`src/hw/rtl/fsbh_pkg.sv`:
```
// ----------------------------------------------------------------------------
// Folded string bucket hash: shared package
// Types, constants and the case-folding function used by the controller,
// the datapath and the top level.
// ----------------------------------------------------------------------------
package fsbh_pkg;

  // Bytes per accumulation group, and the width of the position counter.
  localparam int unsigned GroupLen   = 5;
  localparam int unsigned PosW       = $clog2(GroupLen + 1);
  localparam int unsigned WordW      = 32;
  localparam int unsigned DivCntW    = $clog2(WordW);
  localparam logic [WordW-1:0] BucketCountReset = 32'd1024;

  localparam logic [PosW-1:0]    GroupLenPos = PosW'(GroupLen);
  localparam logic [DivCntW-1:0] DivLastStep = DivCntW'(WordW - 1);

  // Controller states.
  typedef enum logic [1:0] {
    ST_ACCUM,
    ST_LOAD,
    ST_DIVIDE,
    ST_FINISH
  } fsbh_state_e;

  // Commands from the controller to the datapath.
  typedef struct packed {
    logic acc_en;    // fold one accepted byte into the group
    logic load_div;  // form the total, latch the divisor, clear the key state
    logic div_step;  // one restoring division step
    logic out_load;  // move the remainder into the output register
  } fsbh_cmd_t;

  // Status from the datapath to the controller.
  typedef struct packed {
    logic div_last;  // the current division step is the final one
  } fsbh_status_t;

  // Upper-case ASCII letters map to lower case; all other bytes pass.
  function automatic logic [7:0] fold_case(input logic [7:0] b);
    logic [7:0] r;
    r = b;
    if ((b >= 8'h41) && (b <= 8'h5A)) begin
      r = b + 8'h20;
    end
    return r;
  endfunction

endpackage

```
`src/hw/rtl/folded_string_bucket_hash.sv`:
```
// ----------------------------------------------------------------------------
// Folded string bucket hash: top level
// Hashes a key streamed one byte per transfer into a bucket index.
//
// Channel   Direction  Contents
// s_*       in         tdata[7:0] data_byte, tlast last_byte
// m_*       out        tdata[31:0] bucket_index
// cfg_*     in         wdata[31:0] bucket_count, written when cfg_we_i is high
//
// Key bytes are taken one per cycle, except while a finished key is being
// processed: after its last byte the block forms the total, runs the
// bit-serial divider and loads the output register, and takes no byte
// meanwhile. Asynchronous active-low reset clears the key state and sets the
// bucket count to 1024. A stalled result is held while the next key streams
// in; that key then waits in its output load stage, with intake stopped,
// until the held result has been taken.
// ----------------------------------------------------------------------------
module folded_string_bucket_hash import fsbh_pkg::*; (
  input  logic        clk_i,
  input  logic        rst_ni,
  input  logic        s_tvalid_i,
  output logic        s_tready_o,
  input  logic [7:0]  s_tdata_i,   // [7:0] data_byte
  input  logic        s_tlast_i,
  output logic        m_tvalid_o,
  input  logic        m_tready_i,
  output logic [31:0] m_tdata_o,   // [31:0] bucket_index
  input  logic        cfg_we_i,
  input  logic [31:0] cfg_wdata_i
);

  fsbh_cmd_t        cmd;
  fsbh_status_t     status;
  fsbh_state_e      state;
  logic [WordW-1:0] bucket_count;

  fsbh_ctrl u_ctrl (
    .clk_i       (clk_i),
    .rst_ni      (rst_ni),
    .in_valid_i  (s_tvalid_i),
    .in_last_i   (s_tlast_i),
    .in_ready_o  (s_tready_o),
    .out_ready_i (m_tready_i),
    .out_valid_o (m_tvalid_o),
    .status_i    (status),
    .cmd_o       (cmd),
    .state_o     (state)
  );

  fsbh_datapath u_datapath (
    .clk_i          (clk_i),
    .rst_ni         (rst_ni),
    .cmd_i          (cmd),
    .status_o       (status),
    .data_byte_i    (s_tdata_i),
    .cfg_we_i       (cfg_we_i),
    .cfg_wdata_i    (cfg_wdata_i),
    .bucket_count_o (bucket_count),
    .bucket_index_o (m_tdata_o)
  );

  // The last byte of a key stops intake until the remainder is done.
  assert property (@(posedge clk_i) disable iff (!rst_ni)
    (s_tvalid_i && s_tready_o && s_tlast_i) |=> !s_tready_o)
    else $error("byte taken while the remainder is pending");

  // A presented result lies below the bucket count, or is zero for no buckets.
  assert property (@(posedge clk_i) disable iff (!rst_ni)
    (m_tvalid_o && !cfg_we_i && !$past(cfg_we_i)) |->
      ((bucket_count == '0) ? (m_tdata_o == '0) : (m_tdata_o < bucket_count)))
    else $error("bucket index out of range");

  // The final division step leads straight to the output load stage.
  assert property (@(posedge clk_i) disable iff (!rst_ni)
    (state == ST_DIVIDE && status.div_last) |=> (state == ST_FINISH))
    else $error("divider did not finish after its last step");

endmodule

```
`src/hw/rtl/fsbh_ctrl.sv`:
```
// ----------------------------------------------------------------------------
// Folded string bucket hash: controller
// Sequences byte accumulation, the remainder division and the output load.
// ----------------------------------------------------------------------------
module fsbh_ctrl import fsbh_pkg::*; (
  input  logic         clk_i,
  input  logic         rst_ni,
  input  logic         in_valid_i,
  input  logic         in_last_i,
  output logic         in_ready_o,
  input  logic         out_ready_i,
  output logic         out_valid_o,
  input  fsbh_status_t status_i,
  output fsbh_cmd_t    cmd_o,
  output fsbh_state_e  state_o
);

  fsbh_state_e state_q, state_d;
  logic        out_valid_q, out_valid_d;

  // State and output-valid registers.
  always_ff @(posedge clk_i or negedge rst_ni) begin
    if (!rst_ni) begin
      state_q     <= ST_ACCUM;
      out_valid_q <= 1'b0;
    end else begin
      state_q     <= state_d;
      out_valid_q <= out_valid_d;
    end
  end

  // Next state and commands.
  always_comb begin
    state_d    = state_q;
    cmd_o      = '0;
    in_ready_o = 1'b0;
    case (state_q)
      ST_ACCUM: begin
        in_ready_o   = 1'b1;
        cmd_o.acc_en = in_valid_i;
        if (in_valid_i && in_last_i) begin
          state_d = ST_LOAD;
        end
      end
      ST_LOAD: begin
        cmd_o.load_div = 1'b1;
        state_d        = ST_DIVIDE;
      end
      ST_DIVIDE: begin
        cmd_o.div_step = 1'b1;
        if (status_i.div_last) begin
          state_d = ST_FINISH;
        end
      end
      ST_FINISH: begin
        // Wait until the output register is free before loading it.
        if (!out_valid_q || out_ready_i) begin
          cmd_o.out_load = 1'b1;
          state_d        = ST_ACCUM;
        end
      end
      default: begin
        state_d = ST_ACCUM;
      end
    endcase
  end

  // A fresh load takes precedence over a transfer in the same cycle.
  always_comb begin
    out_valid_d = out_valid_q;
    if (out_valid_q && out_ready_i) begin
      out_valid_d = 1'b0;
    end
    if (cmd_o.out_load) begin
      out_valid_d = 1'b1;
    end
  end

  assign out_valid_o = out_valid_q;
  assign state_o     = state_q;

endmodule

```
`src/hw/rtl/fsbh_datapath.sv`:
```
// ----------------------------------------------------------------------------
// Folded string bucket hash: datapath
// Group accumulator, running total, bucket count register, a bit-serial
// restoring divider for the remainder and the output register.
// ----------------------------------------------------------------------------
module fsbh_datapath import fsbh_pkg::*; (
  input  logic             clk_i,
  input  logic             rst_ni,
  input  fsbh_cmd_t        cmd_i,
  output fsbh_status_t     status_o,
  input  logic [7:0]       data_byte_i,
  input  logic             cfg_we_i,
  input  logic [WordW-1:0] cfg_wdata_i,
  output logic [WordW-1:0] bucket_count_o,
  output logic [WordW-1:0] bucket_index_o
);

  logic [WordW-1:0]   group_q, group_d;
  logic [WordW-1:0]   total_q, total_d;
  logic [PosW-1:0]    pos_q, pos_d;
  logic [WordW-1:0]   bucket_count_q;
  logic [WordW-1:0]   divisor_q;
  logic [WordW-1:0]   dvd_q;
  logic [WordW-1:0]   rem_q;
  logic [DivCntW-1:0] cnt_q;
  logic [WordW-1:0]   index_q;

  logic [WordW-1:0] eff_group;
  logic [WordW-1:0] eff_total;
  logic             group_full;
  logic [WordW:0]   rem_sh;
  logic [WordW:0]   rem_diff;

  // Bucket count register.
  always_ff @(posedge clk_i or negedge rst_ni) begin
    if (!rst_ni) begin
      bucket_count_q <= BucketCountReset;
    end else if (cfg_we_i) begin
      bucket_count_q <= cfg_wdata_i;
    end
  end

  // A full group is folded into the total before the new byte starts a group.
  assign group_full = (pos_q >= GroupLenPos);
  assign eff_group  = group_full ? '0 : group_q;
  assign eff_total  = group_full ? (total_q + group_q) : total_q;

  always_comb begin
    group_d = group_q;
    total_d = total_q;
    pos_d   = pos_q;
    if (cmd_i.load_div) begin
      group_d = '0;
      total_d = '0;
      pos_d   = '0;
    end else if (cmd_i.acc_en) begin
      group_d = eff_group + (eff_group << 3) + {{(WordW-8){1'b0}}, fold_case(data_byte_i)};
      total_d = eff_total;
      pos_d   = group_full ? PosW'(1) : (pos_q + PosW'(1));
    end
  end

  // Key accumulation state.
  always_ff @(posedge clk_i or negedge rst_ni) begin
    if (!rst_ni) begin
      group_q <= '0;
      total_q <= '0;
      pos_q   <= '0;
    end else begin
      group_q <= group_d;
      total_q <= total_d;
      pos_q   <= pos_d;
    end
  end

  // One restoring step: shift in the next dividend bit, subtract if it fits.
  assign rem_sh   = {rem_q, dvd_q[WordW-1]};
  assign rem_diff = rem_sh - {1'b0, divisor_q};

  always_ff @(posedge clk_i or negedge rst_ni) begin
    if (!rst_ni) begin
      cnt_q <= '0;
    end else if (cmd_i.load_div) begin
      cnt_q <= '0;
    end else if (cmd_i.div_step) begin
      cnt_q <= cnt_q + DivCntW'(1);
    end
  end

  // Divider registers and the output register hold payload only.
  always_ff @(posedge clk_i) begin
    if (cmd_i.load_div) begin
      dvd_q     <= total_q + group_q;
      rem_q     <= '0;
      divisor_q <= bucket_count_q;
    end else if (cmd_i.div_step) begin
      dvd_q <= {dvd_q[WordW-2:0], 1'b0};
      rem_q <= rem_diff[WordW] ? rem_sh[WordW-1:0] : rem_diff[WordW-1:0];
    end
    if (cmd_i.out_load) begin
      index_q <= (divisor_q == '0) ? '0 : rem_q;
    end
  end

  assign status_o.div_last = (cnt_q == DivLastStep);
  assign bucket_count_o    = bucket_count_q;
  assign bucket_index_o    = index_q;

endmodule

```
`config.mk`:
```
export PLATFORM = sky130hd
export DESIGN_NAME = folded_string_bucket_hash
export DESIGN_NICKNAME = d
export VERILOG_FILES = /design/src/hw/rtl/fsbh_pkg.sv /design/src/hw/rtl/folded_string_bucket_hash.sv /design/src/hw/rtl/fsbh_ctrl.sv /design/src/hw/rtl/fsbh_datapath.sv
export SDC_FILE = /design/constraint.sdc
export NUM_CORES = 1
export LEC_CHECK = 0
export BUFFER_PORTS_ARGS = -buffer_cell sky130_fd_sc_hd__buf_2
export CAP_MARGIN = 20
export CORE_MARGIN = 2
export CORE_UTILIZATION = 30
export CTS_BUF_LIST = sky130_fd_sc_hd__clkbuf_16
export CTS_CLUSTER_SIZE = 25
export DETAILED_ROUTE_END_ITERATION = 12
export GPL_TIMING_DRIVEN = 0
export PLACE_DENSITY = 0.45
export SLEW_MARGIN = 20
export SYNTH_ARGS = -nofsm -noshare
export SYNTH_HDL_FRONTEND = slang
export SYNTH_SLANG_ARGS = --single-unit
```
`constraint.sdc`:
```
create_clock -name clk_i -period 8.6 [get_ports clk_i]
set_input_delay 1.29 -clock clk_i [delete_from_list [all_inputs] [get_ports clk_i]]
set_output_delay 1.29 -clock clk_i [all_outputs]
set_load 0.05 [all_outputs]
```
# Yosys cells after proc, flatten, opt, wreduce, memory -nomap -nowiden
# Index checks and enable logic that the tools add are counted.
dict set report word_totals {
  ff_bits 235
  input_bits 46
  out_inout_bits 34
}
dict set report classes {
  n_addsub 7
  n_lt_le_gt_ge 3
  n_eq_ne 7
  mux 29
  reduce_logical 13
}
# op n
set op_table {}
lappend op_table {{$mux W32} 9}
lappend op_table {{$add A32 B32 Y32} 2}
lappend op_table {{$sub A33 B32 Y33} 1}
lappend op_table {{$add A32 B8 Y32} 1}
lappend op_table {{$logic_not A32 Y1} 1}
lappend op_table {{$mux W8} 3}
lappend op_table {{$mux W5} 2}
lappend op_table {{$mux W3} 3}
lappend op_table {{$add A8 B6 Y8 const B} 1}
lappend op_table {{$ge A8 B7 Y1 const B} 1}
lappend op_table {{$le A8 B7 Y1 const B} 1}
lappend op_table {{$mux W1} 8}
lappend op_table {{$pmux W2 S4} 1}
lappend op_table {{$reduce_bool A2 Y1} 4}
lappend op_table {{$mux W2} 3}
lappend op_table {{$add A5 B1 Y5 const B} 1}
lappend op_table {{$eq A5 B5 Y1 const B} 1}
lappend op_table {{$eq A2 B2 Y1 const B} 2}
lappend op_table {{$ne A2 B1 Y1 const B} 2}
lappend op_table {{$add A3 B1 Y3 const B} 1}
lappend op_table {{$ge A3 B3 Y1 const B} 1}
lappend op_table {{$logic_and A1 B1 Y1} 3}
lappend op_table {{$reduce_and A3 Y1} 1}
lappend op_table {{$eq A2 B1 Y1 const B} 1}
lappend op_table {{5 further kinds} 5}

# Depth between registers and ports, before layout
# Gate-level depths: netlist of the first run.
dict set report depth {
  depth_word 8
  depth_mapped 20
  depth_no_buf 18
}

# Modules after synthesis
# A second synthesis of the first run with hierarchy kept.
dict set report hier_totals {
  cells_unflattened 1501
  area_unflattened_um2 14808.0
}
# module n_inst cells_per_inst area_per_inst_um2 seq_area_each_um2
set modules_own_cells {}
lappend modules_own_cells {fsbh_datapath 1 1478 14557.7 6127.1}
lappend modules_own_cells {fsbh_ctrl 1 23 250.2 75.1}

# Worst setup path after synthesis of the first run
# OpenSTA, ideal clock, no wires.
dict set report synth_timing {
  path_kind {input-to-reg}
  start {in s_tdata_i[4]}
  end {reg u_datapath.group_q[27]}
  setup_ns 0.122
  t_arrival_ns 4.738
  setup_slack_ns 3.741
  stages 16
  n_path_buf 0
  cell_sequence {or4_1 -> o22ai_1 -> nor4b_1 -> inv_1 -> o21ai_0 -> fa_1 -> inv_1 -> ha_1 -> a2111oi_0 -> a21boi_1 -> o211a_1 -> o211ai_1 -> nand2_1 -> a21o_1 -> a211o_1 -> a32o_1}
}
dict set report synth_between {
  elab_chain_cells 8
  word_cells_on_any_way 10
}
# item line_no
set synth_rtl {}
lappend synth_rtl {{start, declared} folded_string_bucket_hash.sv:23} ;# input logic [7:0] s_tdata_i,
lappend synth_rtl {{$ge A8 B7 Y1 or $le A8 B7 Y1 (tied branches)} fsbh_pkg.sv:43} ;# if ((b >= 8'h41) && (b <= 8'h5A)) begin
lappend synth_rtl {{$logic_and A1 B1 Y1} fsbh_pkg.sv:43}
lappend synth_rtl {{$mux W8 *} fsbh_pkg.sv:43}
lappend synth_rtl {{$mux W8 *} fsbh_datapath.sv:56} ;# end else if (cmd_i.acc_en) begin
lappend synth_rtl {{$mux W8 *} fsbh_datapath.sv:52} ;# if (cmd_i.load_div) begin
lappend synth_rtl {{$add A32 B8 Y32 *} fsbh_datapath.sv:57} ;# group_d = eff_group + (eff_group << 3) + {{(WordW-8){1'b0}}, fold_case(data_byte_i)};
lappend synth_rtl {{$mux W32 *} fsbh_datapath.sv:56}
lappend synth_rtl {{$mux W32 *} fsbh_datapath.sv:52}
lappend synth_rtl {{end signal, assigned} fsbh_datapath.sv:70} ;# group_q <= group_d;
lappend synth_rtl {{end, declared} fsbh_datapath.sv:18} ;# logic [WordW-1:0] group_q, group_d;
# Every way passes the cells marked *; elsewhere a longest branch is shown, timed or not. The select of a mux whose other input is x is not followed.
# A chain may end at the register's enable or synchronous reset.

# Worst setup path in the final report of the first run
dict set report layout_timing {
  start {reg u_datapath.pos_q[0]}
  end {reg u_datapath.group_q[24]}
}
dict set report layout_between {
  elab_chain_cells 6
}
# item line_no
set layout_rtl {}
lappend layout_rtl {{start, declared} fsbh_datapath.sv:20} ;# logic [PosW-1:0] pos_q, pos_d;
lappend layout_rtl {{start signal, assigned} fsbh_datapath.sv:72} ;# pos_q <= pos_d;
lappend layout_rtl {{$ge A3 B3 Y1} fsbh_datapath.sv:44} ;# assign group_full = (pos_q >= GroupLenPos);
lappend layout_rtl {{$mux W32} fsbh_datapath.sv:45} ;# assign eff_group = group_full ? '0 : group_q;
lappend layout_rtl {{$add A32 B32 Y32} fsbh_datapath.sv:57}
lappend layout_rtl {{$add A32 B8 Y32} fsbh_datapath.sv:57}
lappend layout_rtl {{$mux W32} fsbh_datapath.sv:56}
lappend layout_rtl {{$mux W32} fsbh_datapath.sv:52}
# Every way passes these cells. The select of a mux whose other input is x is not followed.

==> impl_metrics.ini, run 1 <==
[outcome]
status = complete, no violations

[global_routing]
grt_pass1_vias = 10800
grtUsageTotal = 0.150
grt_max_degree = 56
grt_antenna_before_repair = 0
grt_pass1_wl_um = 60200
grt_overflow = 0

[timing]
min_period_ns = 5.71
relSlewSlack = 0.403
finalHoldViolations = 0
fmax_mhz = 175
timing.final.crit_share = 0.664
rsz0062_at_grt = no
finClkSkew_ns = 0.0127
setup_tns_ns = 0
setup_viol = 0
slew_violations = 0
worst_pin_slew_ns = 0.891

[clock_network]
root_buffer = clkbuf_16
cts_sinks = 235
postCtsSetupBuffers = 0
clk_pin_slew_ns = 0.06
holdBufCountCts = 0
ctsLongestPathBuffers = 3
clock_latency_ns = 0.55
cts_tree = done
cts_resized = 0
h-tree-depth = 1
numCtsBuffers = 28

[floorplan]
core-area_um2 = 48600
core.rowCount = 81
die-width_um = 225
fp.dieH_um = 225
die-area_um2 = 50800
top_level_ports = 80
start_util = 0.302

[cells_and_area]
fin_util = 0.347
area_growth_syn_to_layout_pct = 14.8
layout.cells.non_filler = 2177
fillers = 4955
nets = 1715
diodes = 0
drive_gt1_frac = 0.138

[setup_path]
path_max_fanout = 10
reg2reg_depth = 17
cp_data_arrival_time_ns = 6.11
max_stage_delay_ns = 0.68
path_class = reg -> reg
crit_required_ns = 9.00
crit_chain = ha_1 -> o31ai_1 -> clkbuf_1 -> clkbuf_1 -> nand2_1 -> fa_1 -> inv_1 -> ha_1 -> o21ai_0 -> nor2_1 -> o31ai_1 -> o31ai_1 -> a311oi_1 -> o21a_1 -> o21ai_0 -> xnor2_1 -> o21ai_0
slowest_stage = a311oi_1
crit_path_start_kind = register
worst_setup_path_end_kind = register

[placed_design]
gp_congestion = 0.855
io_buffer_count = 78
hpwlAfterDp_um = 29400
placed_cells = 2125

[drt]
ant_nets = 0
num_vias = 10900
drtPass1Iterations = 4
drc = 0
routed_wl_um = 38200
first_iter_violations = 448
viasPerCell = 5.00
routedWlPerCell_um = 17.6

[synth]
ys.warnings.count = 0
synth_nets = 1603
netlist_area_um2 = 14700
ys_types = 81
syn_avg_cell_area_um2 = 10.3
synth_seq_cells = 235
synth-edff-count = 96
synth_flop_cell = dfrtp_1
ys_seq_area_frac = 0.422
postSynth.asyncResetShare = 0.455
syn_inst = 1421

[power]
leakage_nw = 7.79
p_per_area_nw_per_um2 = 352
ir_drop_uv = 172

[min_path]
hp-class = reg -> reg
worstHoldPathCells = 0

[flow_run]
cap_viol_max_count = 0
## critical path: cells and delay by family (launching register included)
family	cells	cell delay [ns]
fa+ha+maj	3	1.10
buf+inv	3	1.17
simple gates	2	0.34
flops	1	0.43
compound gates	8	2.33
xor+xnor	1	0.19
## placed cells by master, fill, tap and decap left out, types with 33 or more instances in the layout
cell type / n
a22o_1: 33
a21oi_1: 73
nor2_1: 89
ha_1: 126
edfxtp_1: 96
clkbuf_1: 46
dfrtp_1: 106
o21ai_0: 68
a211oi_1: 33
nor2b_1: 37
a21o_1: 46
buf_2: 77
inv_1: 88
nand2_1: 97
xnor2_1: 50
mux2_2: 66
## state kept, by name (all words and copies together), names as in the netlist
register	cells
u_datapath.group_q	32
u_ctrl.state_o	2
u_datapath.rem_q	32
u_ctrl.out_valid_o	1
u_datapath.bucket_index_o	32
u_datapath.bucket_count_o	32
u_datapath.total_q	32
u_datapath.divisor_q	32
u_datapath.pos_q	3
u_datapath.cnt_q	5
u_datapath.dvd_q	32
## kinds of logic (layout without fill, tap and decap cells)
logic type	count (synthesis)	count (layout)	synth area share
mux	95	95	0.0707
xor+xnor	78	78	0.0479
flops	235	235	0.422
simple gates	362	362	0.122
compound gates	382	382	0.182
fa+ha+maj	136	136	0.120
buf+inv	133	267	0.0358
## cell usage after synthesis (all sizes together) (13+ instances only)
| library cell | instances | area, um2 |
|---|---|---|
| nand2 | 97 | 364 |
| a21o | 47 | 354 |
| nor2b | 37 | 231 |
| dfxtp | 32 | 641 |
| clkbuf | 47 | 178 |
| nand2b | 15 | 93.8 |
| a22o | 34 | 299 |
| nand3 | 21 | 105 |
| nor2 | 89 | 334 |
| and3 | 13 | 81.3 |
| o211ai | 13 | 108 |
| inv | 78 | 293 |
| o21ai | 71 | 355 |
| xnor2 | 51 | 454 |
| ha | 128 | 1600 |
| and2 | 32 | 200 |
| o31ai | 14 | 105 |
| mux2 | 67 | 758 |
| a21oi | 74 | 370 |
| dfrtp | 106 | 2650 |
| a211oi | 34 | 260 |
| mux2i | 28 | 280 |
| edfxtp | 96 | 2880 |
| o21a | 16 | 120 |
| xor2 | 26 | 228 |
## final cells by class
cell class | instances | area, um2 | share of cell area
multi-input combinational | 1053 | 7980 | 0.473
timing repair buffer | 82 | 484 | 0.0287
tap | 622 | 778 | 0.0461
clock buffer | 29 | 726 | 0.0430
clock inverter | 23 | 180 | 0.0107
sequential | 235 | 6200 | 0.368
buffer | 55 | 234 | 0.0139
inverter | 78 | 293 | 0.0174
## power breakdown
part	internal [mW]	total (mW)	leakage, nW	switching (mW)
clock	0.694	1.16	0.473	0.469
combinational	1.15	2.93	4.73	1.78
sequential	1.61	1.84	2.58	0.234
total	3.45	5.93	7.79	2.48
## stage by stage
step,instance area [um2],hold WS (ns),power (mW),worst slack [ns]
6_report,16900,0.439,5.93,2.89
5_1_grt,16900,0.454,6.40,2.50
4_1_cts,16900,0.442,6.01,2.82
3_5_place_dp,16000,0.431,4.81,2.84
3_3_place_gp,15900,0.427,4.76,2.85
2_1_floorplan,14700,0.421,3.99,3.74
## worst paths after layout
path / startpoint / endpoint / slack [ns]
max reg2reg: u_datapath.pos_q[0] / u_datapath.group_q[24] / 2.89
max in group asynchronous: rst_ni / u_datapath.bucket_count_o[23] / 7.20
max: u_datapath.pos_q[0] / u_datapath.group_q[24] / 2.89
min in group asynchronous: rst_ni / u_datapath.bucket_count_o[20] / 0.69
min: u_datapath.bucket_count_o[0] / u_datapath.divisor_q[0] / 0.44
min reg2reg: u_datapath.bucket_count_o[0] / u_datapath.divisor_q[0] / 0.44
## routing by layer
layer | vias to the layer above | GRT usage | part of all wire
met2 | 179 | 0.251 | 0.46
met4 | 0 | 0.0402 | 0.021
met5 | - | 0 | 0
li1 | 5431 | - | -
met1 | 5228 | 0.204 | 0.48
met3 | 44 | 0.0173 | 0.033
(Power assumes the default switching activity.)
==> run 2: changes to the inputs <==
--- a/config.mk
+++ b/config.mk
@@ -13,7 +13,7 @@
 export CTS_CLUSTER_SIZE = 25
 export DETAILED_ROUTE_END_ITERATION = 12
 export GPL_TIMING_DRIVEN = 0
-export PLACE_DENSITY = 0.45
+export PLACE_DENSITY = 0.47
 export SLEW_MARGIN = 20
 export SYNTH_ARGS = -nofsm -noshare
 export SYNTH_HDL_FRONTEND = slang
==> constraint.sdc (replaced) <==
create_clock -name clk_i -period 5 [get_ports clk_i]
set_input_delay 0.75 -clock clk_i [delete_from_list [all_inputs] [get_ports clk_i]]
set_output_delay 0.75 -clock clk_i [all_outputs]
set_load 0.05 [all_outputs]
==> impl_metrics.ini, run 2 (synthesis results as in run 1) <==
[clock_network]
h-tree-depth = 1
ctsLongestPathBuffers = 3
holdBufCountCts = 0
clk_pin_slew_ns = 0.06
cts_tree = done
cts_resized = 7
root_buffer = clkbuf_16
clock_latency_ns = 0.56
cts_sinks = 235
numCtsBuffers = 28
postCtsSetupBuffers = 0

[drt]
num_vias = 10800
routedWlPerCell_um = 17.1
ant_nets = 0
drtPass1Iterations = 6
first_iter_violations = 520
drc = 0
viasPerCell = 4.97
routed_wl_um = 37300

[floorplan]
die-area_um2 = 50800
fp.dieH_um = 225
core-area_um2 = 48600
core.rowCount = 81
top_level_ports = 80
start_util = 0.302
die-width_um = 225

[timing]
slew_violations = 0
setup_viol = 0
fmax_mhz = 221
finClkSkew_ns = 0.0183
timing.final.crit_share = 0.907
relSlewSlack = 0.403
finalHoldViolations = 0
worst_pin_slew_ns = 0.892
rsz0062_at_grt = no
min_period_ns = 4.53
whs_ns = 0.170

[power]
pwr-share-comb = 0.500
switching_share = 0.423
p_per_area_nw_per_um2 = 599
cellInternalPower_mw = 5.84
ir_drop_uv = 469
power.switching_mw = 4.28
leakage_nw = 7.74
power_mw = 10.1
p_clk_frac = 0.188
pwr-share-seq = 0.312

[global_routing]
grt_max_degree = 62
grt_pass1_wl_um = 59200
grtUsageTotal = 0.147
grt_pass1_vias = 10600
grt_overflow = 0
grt_antenna_before_repair = 0

[setup_path]
r2r_slack_ns = 0.47
worst_setup_path_end_kind = register
cp_data_arrival_time_ns = 4.98
crit_chain = ha_1 -> o31ai_2 -> clkbuf_8 -> clkbuf_1 -> and2_1 -> ha_1 -> ha_1 -> a2111oi_2 -> a21boi_1 -> o211a_1 -> o211ai_1 -> nand2_1 -> a21o_1 -> a211o_1 -> a32o_1
path_class = reg -> reg
crit_required_ns = 5.44
crit_path_start_kind = register
reg2reg_depth = 15
crit_path_frequent_cell = ha_1
critical_path_buf_inv_count = 2
slowest_stage = dfrtp_1
r2r_end = u_datapath.group_q[27]
path_max_fanout = 19
r2r_start = u_datapath.pos_q[0]
max_stage_delay_ns = 0.43
crit_family = compound AO/OA/AOI/OAI gates

[cells_and_area]
final_common_cell = ha_1
ff_latch_area_um2 = 6200
most-common-layout-cells = 126 x ha_1, 106 x dfrtp_1, 97 x nand2_1, 96 x edfxtp_1, 89 x nor2_1
area_growth_syn_to_layout_pct = 14.8
diodes = 0
nets = 1714
fillers = 4956
multi_input_area_um2 = 8020
drive_gt1_frac = 0.144
fin_util = 0.347

[flow_run]
cap_viol_max_count = 0

[placed_design]
io_buffer_count = 78
gp_congestion = 0.856
hpwlAfterDp_um = 28900

[outcome]
status = complete, no violations

[min_path]
hp-class = in -> async
==> run 2: cell count changes in the layout (fill, tap and decap cells not counted), moves of 3 or more <==
cell,delta
clkinvlp_4,+3
inv_1,-5
o31ai_1,-4
o31ai_2,+3
==> run 2: per-stage QoR <==
step           TNS, ns  worst slack [ns]  instances  cell area (um2)
5_1_grt              0            0.0820       2176            16900
3_5_place_dp     -9.80            -0.800       2125            16000
6_report             0             0.466       2176            16900
3_3_place_gp     -9.76            -0.786       2121            15900
4_1_cts              0           0.00783       2177            16900
2_1_floorplan        0             0.654       1421            14700
==> run 2: final cells by class <==
class / instances / area share
plain buffers: 54 / 0.0142
clock buffers: 28 / 0.0415
clock inverters: 24 / 0.00934
inverters: 78 / 0.0174
multi-input cells: 1053 / 0.475
flip-flops and latches: 235 / 0.368
well taps: 622 / 0.0461
repair buffers: 82 / 0.0287
==> run 2: worst max path at each step <==
stage,start,cells past startpoint,to
6_report,u_datapath.pos_q[0],15,u_datapath.group_q[27]
5_1_grt,u_datapath.pos_q[1],16,u_datapath.group_q[27]
4_1_cts,u_datapath.pos_q[0],17,u_datapath.group_q[24]
3_5_place_dp,u_datapath.pos_q[0],17,u_datapath.group_q[27]
3_3_place_gp,u_datapath.pos_q[0],17,u_datapath.group_q[27]
2_1_floorplan,u_datapath.pos_q[0],17,u_datapath.group_q[27]
==> run 2: per-layer routing <==
layer,vias to the layer above,track usage,share of wire
li1,5445,-,-
met1,5184,0.203,0.49
met2,147,0.244,0.46
met3,46,0.0162,0.030
met4,0,0.0410,0.022
met5,-,0,0
==> run 2: power groups by stage <==
stage	sequential (mW)	clock (mW)	combinational, mW
after detailed placement	3.20	0	5.06
after global placement	3.21	0	4.95
after global routing	3.23	2.04	5.63
after CTS	3.17	1.96	5.09
after floorplan	3.27	0	3.60
final	3.16	1.90	5.06
